File: config.mk
export PLATFORM = sky130hd
export DESIGN_NAME = ir_pulse_train_matcher_core
export DESIGN_NICKNAME = d
export VERILOG_FILES = /design/src/hdl/iptm_pkg.sv /design/src/hdl/iptm_cfg_regs.sv /design/src/hdl/iptm_front.sv /design/src/hdl/iptm_tally.sv /design/src/hdl/ir_pulse_train_matcher_core.sv
export SDC_FILE = /design/constraint.sdc
export NUM_CORES = 1
export LEC_CHECK = 0
export BUFFER_PORTS_ARGS = -buffer_cell sky130_fd_sc_hd__buf_2
export CAP_MARGIN = 20
export CORE_MARGIN = 3
export CORE_UTILIZATION = 45
export CTS_CLUSTER_DIAMETER = 120
export DETAILED_ROUTE_END_ITERATION = 8
export GPL_TIMING_DRIVEN = 0
export MAX_ROUTING_LAYER = met4
export PLACE_DENSITY_LB_ADDON = 0.25
export SYNTH_ARGS = -nofsm -noshare
export SYNTH_HDL_FRONTEND = slang
export SYNTH_SLANG_ARGS = --single-unit
export TNS_END_PERCENT = 100
File: constraint.sdc
create_clock -name clk -period 14.1 [get_ports clk]
set_input_delay 3.525 -clock clk [delete_from_list [all_inputs] [get_ports clk]]
set_output_delay 3.525 -clock clk [all_outputs]
set_load 0.02 [all_outputs]
File: src/hdl/iptm_pkg.sv
`timescale 1ns / 1ps
// ---------------------------------------------------------------------------
// IR pulse-train matcher package
// Shared payload types, configuration layout and counter constants.
// ---------------------------------------------------------------------------
package iptm_pkg;

	// Largest pulse count per train; the match counter saturates here
	localparam int MAX_PULSES = 1024;
	localparam int CNT_W      = 11;
	localparam logic [CNT_W-1:0] CNT_LIMIT =
		(MAX_PULSES > 2047) ? 11'd2047 : 11'(MAX_PULSES);

	localparam int CFG_DATA_W = 16;

	// Configuration register indexes
	typedef enum logic [1:0] {
		CFG_MIN_TOLERANCE   = 2'd0,
		CFG_TOL_PERCENT     = 2'd1,
		CFG_MAX_LEN_DIFF    = 2'd2,
		CFG_MATCH_PERCENT   = 2'd3
	} iptm_cfg_idx_t;

	typedef struct packed {
		logic [15:0] min_tolerance;
		logic [6:0]  tolerance_percent;
		logic [10:0] max_length_difference;
		logic [6:0]  match_percent;
	} iptm_cfg_t;

	// Input item
	typedef struct packed {
		logic signed [15:0] pulse_a;
		logic signed [15:0] pulse_b;
		logic               pair_present;
		logic               last_pair;
		logic [10:0]        length_a;
		logic [10:0]        length_b;
	} iptm_in_t;

	// Result item
	typedef struct packed {
		logic        code_matches;
		logic [10:0] matched_pairs;
		logic [10:0] compared_pairs;
	} iptm_out_t;

	// Values handed from the front stage to the tally stage
	typedef struct packed {
		logic [15:0] diff;
		logic [22:0] diff_x100;
		logic [22:0] tol_prod;
		logic        present;
		logic        last;
		logic        len_ok;
		logic [10:0] shorter;
		logic [17:0] need;
	} iptm_s2_t;

endpackage

File: src/hdl/iptm_cfg_regs.sv
`timescale 1ns / 1ps
// ---------------------------------------------------------------------------
// Configuration registers
// Write-only register file for tolerances and match thresholds.
// ---------------------------------------------------------------------------
module iptm_cfg_regs
	import iptm_pkg::*;
(
	input  logic                  clk,
	input  logic                  arst_n,
	input  logic                  cfg_we,
	input  iptm_cfg_idx_t         cfg_index,
	input  logic [CFG_DATA_W-1:0] cfg_wdata,
	output iptm_cfg_t             cfg
);

	iptm_cfg_t cfg_q;

	// Register writes, reset to defaults
	always_ff @(posedge clk or negedge arst_n) begin
		if (!arst_n) begin
			cfg_q.min_tolerance         <= 16'd250;
			cfg_q.tolerance_percent     <= 7'd35;
			cfg_q.max_length_difference <= 11'd4;
			cfg_q.match_percent         <= 7'd85;
		end else if (cfg_we) begin
			unique case (cfg_index)
				CFG_MIN_TOLERANCE: cfg_q.min_tolerance         <= cfg_wdata;
				CFG_TOL_PERCENT:   cfg_q.tolerance_percent     <= cfg_wdata[6:0];
				CFG_MAX_LEN_DIFF:  cfg_q.max_length_difference <= cfg_wdata[10:0];
				CFG_MATCH_PERCENT: cfg_q.match_percent         <= cfg_wdata[6:0];
				default: ;
			endcase
		end
	end

	assign cfg = cfg_q;

endmodule

File: src/hdl/iptm_front.sv
`timescale 1ns / 1ps
// ---------------------------------------------------------------------------
// Front stages
// Input register, then pulse difference, tolerance product and length checks.
// ---------------------------------------------------------------------------
module iptm_front
	import iptm_pkg::*;
(
	input  logic      clk,
	input  logic      load_s1,
	input  logic      load_s2,
	input  iptm_in_t  in_data,
	input  iptm_cfg_t cfg,
	output iptm_s2_t  data_s2
);

	iptm_in_t  item_s1;
	iptm_s2_t  next_s2;
	iptm_s2_t  reg_s2;

	logic signed [16:0] a_ext, b_ext, a_neg, b_neg, d_ext, d_neg;
	logic [15:0]        mag_a, mag_b, big;
	logic [10:0]        ldiff;

	// Input register
	always_ff @(posedge clk) begin
		if (load_s1) begin
			item_s1 <= in_data;
		end
	end

	// Magnitudes, difference, scaled tolerance, length checks
	always_comb begin
		a_ext = {item_s1.pulse_a[15], item_s1.pulse_a};
		b_ext = {item_s1.pulse_b[15], item_s1.pulse_b};
		a_neg = -a_ext;
		b_neg = -b_ext;
		d_ext = a_ext - b_ext;
		d_neg = -d_ext;
		mag_a = a_ext[16] ? a_neg[15:0] : a_ext[15:0];
		mag_b = b_ext[16] ? b_neg[15:0] : b_ext[15:0];
		big   = (mag_a > mag_b) ? mag_a : mag_b;

		next_s2.diff      = d_ext[16] ? d_neg[15:0] : d_ext[15:0];
		// diff * 100 = diff*64 + diff*32 + diff*4
		next_s2.diff_x100 = ({7'd0, next_s2.diff} << 6) + ({7'd0, next_s2.diff} << 5)
			+ ({7'd0, next_s2.diff} << 2);
		next_s2.tol_prod  = 23'(big) * 23'(cfg.tolerance_percent);
		next_s2.present   = item_s1.pair_present;
		next_s2.last      = item_s1.last_pair;

		ldiff = (item_s1.length_a > item_s1.length_b) ?
			item_s1.length_a - item_s1.length_b : item_s1.length_b - item_s1.length_a;
		next_s2.len_ok  = (ldiff <= cfg.max_length_difference);
		next_s2.shorter = (item_s1.length_a < item_s1.length_b) ?
			item_s1.length_a : item_s1.length_b;
		next_s2.need    = 18'(cfg.match_percent) * 18'(next_s2.shorter);
	end

	// Second stage register
	always_ff @(posedge clk) begin
		if (load_s2) begin
			reg_s2 <= next_s2;
		end
	end

	assign data_s2 = reg_s2;

endmodule

File: src/hdl/iptm_tally.sv
`timescale 1ns / 1ps
// ---------------------------------------------------------------------------
// Tally stage
// Pair match decision, saturating match counter, verdict and result register.
// ---------------------------------------------------------------------------
module iptm_tally
	import iptm_pkg::*;
(
	input  logic      clk,
	input  logic      arst_n,
	input  logic      advance_s2,
	input  iptm_s2_t  data_s2,
	input  iptm_cfg_t cfg,
	input  logic      out_ready,
	output logic      out_valid,
	output iptm_out_t out_data,
	output logic      out_free
);

	logic [CNT_W-1:0] count_q;
	logic [CNT_W-1:0] count_next;
	logic             close;
	logic [17:0]      count_x100;
	logic             verdict;
	logic             out_valid_q;
	iptm_out_t        out_data_q;

	// Pair compare: diff <= max(min_tol, floor(prod/100))
	always_comb begin
		close = data_s2.present &&
			(({7'd0, data_s2.diff} <= 23'(cfg.min_tolerance)) ||
			 (data_s2.diff_x100 <= data_s2.tol_prod));
		count_next = (close && (count_q < CNT_LIMIT)) ? count_q + 11'd1 : count_q;
		count_x100 = ({7'd0, count_next} << 6) + ({7'd0, count_next} << 5)
			+ ({7'd0, count_next} << 2);
		verdict = data_s2.len_ok && (data_s2.shorter != 11'd0) &&
			(count_x100 >= data_s2.need);
	end

	// Match counter, cleared after each last item
	always_ff @(posedge clk or negedge arst_n) begin
		if (!arst_n) begin
			count_q <= '0;
		end else if (advance_s2) begin
			count_q <= data_s2.last ? '0 : count_next;
		end
	end

	assign out_free = !out_valid_q || out_ready;

	// Result register
	always_ff @(posedge clk or negedge arst_n) begin
		if (!arst_n) begin
			out_valid_q <= 1'b0;
		end else if (advance_s2 && data_s2.last) begin
			out_valid_q <= 1'b1;
		end else if (out_ready) begin
			out_valid_q <= 1'b0;
		end
	end

	always_ff @(posedge clk) begin
		if (advance_s2 && data_s2.last) begin
			out_data_q.code_matches   <= verdict;
			out_data_q.matched_pairs  <= count_next;
			out_data_q.compared_pairs <= data_s2.shorter;
		end
	end

	assign out_valid = out_valid_q;
	assign out_data  = out_data_q;

endmodule

File: src/hdl/ir_pulse_train_matcher_core.sv
`timescale 1ns / 1ps
// ---------------------------------------------------------------------------
// IR pulse-train matcher
// Compares two raw IR pulse trains pair by pair and judges whether they match.
// ---------------------------------------------------------------------------
// One pulse pair is taken per clock unless stalled. Items pass three stages:
// - an input register
// - a stage that forms the pulse difference and the tolerance product
// - a tally stage that updates the saturating match counter
// An item marked last has its result loaded into the output register when it
// leaves the tally stage, after the input and second stage registers. Items
// that are not last give no result and need no free output register.
// Throughput is one item per cycle while results are taken. A stalled result
// holds back only the next last item and the items queued behind it.
// Configuration writes must be made while idle.
// ---------------------------------------------------------------------------
module ir_pulse_train_matcher_core
	import iptm_pkg::*;
(
	input  logic                  clk,
	input  logic                  arst_n,
	input  logic                  in_valid,
	output logic                  in_ready,
	input  iptm_in_t              in_data,
	output logic                  out_valid,
	input  logic                  out_ready,
	output iptm_out_t             out_data,
	input  logic                  cfg_we,
	input  iptm_cfg_idx_t         cfg_index,
	input  logic [CFG_DATA_W-1:0] cfg_wdata
);

	iptm_cfg_t cfg;
	iptm_s2_t  data_s2;
	logic      valid_s1, valid_s2;
	logic      advance_s1, advance_s2, out_free, in_xfer;

	iptm_cfg_regs u_cfg (
		.clk       (clk),
		.arst_n    (arst_n),
		.cfg_we    (cfg_we),
		.cfg_index (cfg_index),
		.cfg_wdata (cfg_wdata),
		.cfg       (cfg)
	);

	// Flow control: last items need a free result register
	always_comb begin
		advance_s2 = valid_s2 && (!data_s2.last || out_free);
		advance_s1 = valid_s1 && (!valid_s2 || advance_s2);
		in_ready   = !valid_s1 || advance_s1;
		in_xfer    = in_valid && in_ready;
	end

	always_ff @(posedge clk or negedge arst_n) begin
		if (!arst_n) begin
			valid_s1 <= 1'b0;
			valid_s2 <= 1'b0;
		end else begin
			if (in_ready) begin
				valid_s1 <= in_valid;
			end
			if (!valid_s2 || advance_s2) begin
				valid_s2 <= advance_s1;
			end
		end
	end

	iptm_front u_front (
		.clk     (clk),
		.load_s1 (in_xfer),
		.load_s2 (advance_s1),
		.in_data (in_data),
		.cfg     (cfg),
		.data_s2 (data_s2)
	);

	iptm_tally u_tally (
		.clk        (clk),
		.arst_n     (arst_n),
		.advance_s2 (advance_s2),
		.data_s2    (data_s2),
		.cfg        (cfg),
		.out_ready  (out_ready),
		.out_valid  (out_valid),
		.out_data   (out_data),
		.out_free   (out_free)
	);

endmodule

==> impl_metrics.tcl <==
set metrics [dict create \
    drv_cap 0 \
    grt_max_degree 73 \
    drt_iter0_markers 701 \
    post-route-min-period_ps 9590 \
    r2r_start "u_front.a_ext[9]" \
    synth.avg_cell_area_um2 10.1 \
    syn_inst 2003 \
    cts_buffers 26 \
    cts-root-buf "clkbuf_16" \
    drt-total-wl_mm 45.4 \
    drive_gt1_share_pct 10.4 \
    wl_per_cell_um 16.6 \
    ys.warnings.count 0 \
    comb_power_share_pct 68.6 \
    diodes 0 \
    critPathLaunch "u_front.a_ext[9]" \
    clock_path_buffers 3 \
    overflow 0 \
    pwr-share-seq_pct 19.4 \
    portBuffers 103 \
    gp_congestion 0.924 \
    design_area_um2 22400 \
    post_cts_buffers 0 \
    worstSetupPathType "flop to flop" \
    placedInstanceArea_um2 21500 \
    cts_tree "yes" \
    clkSlewWorstSetupHoldPaths_ps 60 \
    ios 104 \
    vias_per_cell 5.28 \
    finalNetCount 2586 \
    grt_pass1_wl_mm 75.4 \
    antenna_found_initial 1 \
    synth_nets 2451 \
    synth_edf_count 168 \
    drtPass1Iterations 5 \
    synth_async_sr_flop_share_pct 24.7 \
    dpl.hpwl_mm 37.0 \
    yosys.area.top_type_share_pct 25.0 \
    drc_errors 0 \
    report.power.total_mw 5.93 \
    cts_sinks 223 \
    slowest_stage "mux2i_1" \
    peakVddDrop_mv 0.260 \
    tns_ps 0 \
    min_path_cells 0 \
    skew_ps 33.3 \
    area_delta_synth_final_pct 11.2 \
    cts_hold_buf 0 \
    cp-end-kind "flop" \
    dieWidth_um 218 \
    ys_ff_latch 223 \
    cp_max_fo 10 \
    grt_usage_pct 20.2 \
    die_area_um2 47300 \
    power_density_nw_per_um2 265 \
    finalWorstSetupSlack_ps 4510 \
    insertion_delay_ps 570 \
    clkPwrFrac_pct 12.0 \
    coreArea_um2 43600 \
    crit_top_cell "fa_1" \
    setup_viol 0 \
    grt_pass1_vias 15169 \
    htree_num_levels 1 \
    synth_largest_area_cell "edfxtp_1" \
    max_stage_delay_ps 790 \
    cp_data_arrival_time_ps 9880 \
    rsz0062_at_grt "false" \
    final_antenna_net_count 0 \
    internal_power_mw 3.29 \
    vias 14471 \
    slew_viol_final 0 \
    slew_headroom_pct 34.4 \
    tightest_slew_ps 957 \
    hold_viol 0 \
    start_kind "flop" \
    cts_resized 0 \
    place_ws_ps 4530 \
    power.switching_mw 2.64 \
    fin_crit_sh_pct 68.0 \
    run_status "finished, final reports clean" \
    fmax_ghz 0.104 \
    ys_types 74 \
    yosysSeqAreaShare_pct 32.0 \
    placementRows 76 \
    syn_area_um2 20100 \
    p_sw_share_pct 44.5 \
    worstHoldStart "u_front.item_s1[22]" \
    required_ps 14390 \
    whs_ps 440 \
    synth_area_leaders "edfxtp_1 25%, ha_1 14%, fa_1 14%, inv_1 5.8%, dfrtp_1 5.1%" \
    hold_class "flop to flop" \
    fp.dieH_um 218 \
    synth-main-ff-cell "edfxtp_1" \
    power_leakage_nw 10.5 \
    start_util_pct 46.2 \
    reg2regPathDepth 29 \
]
[final timing paths]
check / endpoint / slack (ps)
worst max-delay path: u_front.data_s2[53] / 4510
worst min-delay path: u_front.data_s2[30] / 440
worst max register to register: u_front.data_s2[53] / 4510
worst min register to register: u_front.data_s2[30] / 440
max in group asynchronous: u_cfg.cfg[28] / 10590
min in group asynchronous: u_tally.count_q[0] / 2880
[power groups by stage]
| stage | registers, mW | logic (mW) | clock network (mW) |
|---|---|---|---|
| floorplan | 1.14 | 3.22 | 0 |
| global placement | 1.16 | 3.98 | 0 |
| detailed placement | 1.17 | 4.07 | 0 |
| CTS | 1.15 | 4.11 | 0.735 |
| global route | 1.17 | 4.70 | 0.763 |
| finish | 1.15 | 4.07 | 0.712 |
[registers in the layout, summed over array words and instances, names as in the netlist]
signal	flops
u_front.data_s2	89
u_cfg.cfg	41
u_front.item_s1	24
u_tally.out_data	23
u_front.a_ext	16
u_front.b_ext	16
u_tally.count_q	11
u_tally.out_valid	1
valid_s1	1
valid_s2	1
[metal layers]
metal	routed length (µm)	GRT usage, %	vias up
met4	1130	5.37	0
li1	-	-	7116
met1	19100	23.8	7050
met3	1420	2.06	67
met5	0	-	-
met2	23800	36.8	238
[worst max-delay path, delay by kind of cell, from the launching register on]
kind | cells | cell delay [ps]
XOR/XNOR | 1 | 190
multiplexers | 1 | 790
AO/OA/AOI/OAI | 10 | 2620
AND/OR/NAND/NOR | 5 | 1460
buffers and inverters | 6 | 1090
adder cells (fa/ha/maj) | 6 | 2690
flip-flops | 1 | 480
[placed cells by master, fill, tap and decap left out, types with 8 or more instances in the layout]
master,count
o21ai_1,11
a21oi_1,90
ha_1,232
fa_1,137
and2_1,121
nor2_1,69
mux2i_1,16
nor2b_1,30
nand4_1,21
and3_1,13
o21ai_0,62
a21o_1,40
dfrtp_1,41
nand3_1,30
nor3_1,29
clkbuf_16,29
buf_2,106
a211oi_1,17
o41ai_1,9
o21a_1,19
clkbuf_1,31
nand2_1,154
o21bai_1,8
edfxtp_1,168
a31oi_1,10
nand2b_1,21
xnor2_1,92
xor2_1,45
mux2_2,32
o31ai_1,12
or3_1,11
inv_1,313
dfstp_2,14
[cell usage after synthesis (all sizes together) (29+ instances only)]
cell type,instances
a21o,40
a21oi,91
and2,123
dfrtp,41
edfxtp,168
fa,137
ha,232
inv,313
mux2,32
nand2,154
nand3,30
nor2,69
nor2b,30
nor3,29
o21ai,73
xnor2,92
xor2,45
[final cells by class]
type	count	area [µm²]
clock buffers	37	806
multi-input cells	1435	12400
inverters	313	1170
fillers	3970	21200
clock inverters	11	125
well taps	585	732
repair buffers	107	591
flip-flops and latches	223	6440
plain buffers	32	124
[cells by family (layout without fill, tap and decap cells)]
| group | count (synthesis) | count (layout) | share of synthesized area [%] |
|---|---|---|---|
| buffers and inverters | 345 | 500 | 6.45 |
| multiplexers | 48 | 48 | 2.58 |
| AND/OR/NAND/NOR | 539 | 539 | 13.9 |
| XOR/XNOR | 137 | 137 | 5.96 |
| adder cells (fa/ha/maj) | 369 | 369 | 28.0 |
| AO/OA/AOI/OAI | 342 | 342 | 11.2 |
| flip-flops | 223 | 223 | 32.0 |
[stage by stage]
step,util (%),cells
floorplan,-,2003
global placement,49.0,2691
detailed placement,49.2,2695
CTS,51.3,2743
global route,51.3,2743
finish,51.3,2743
(Power assumes the default switching activity.)
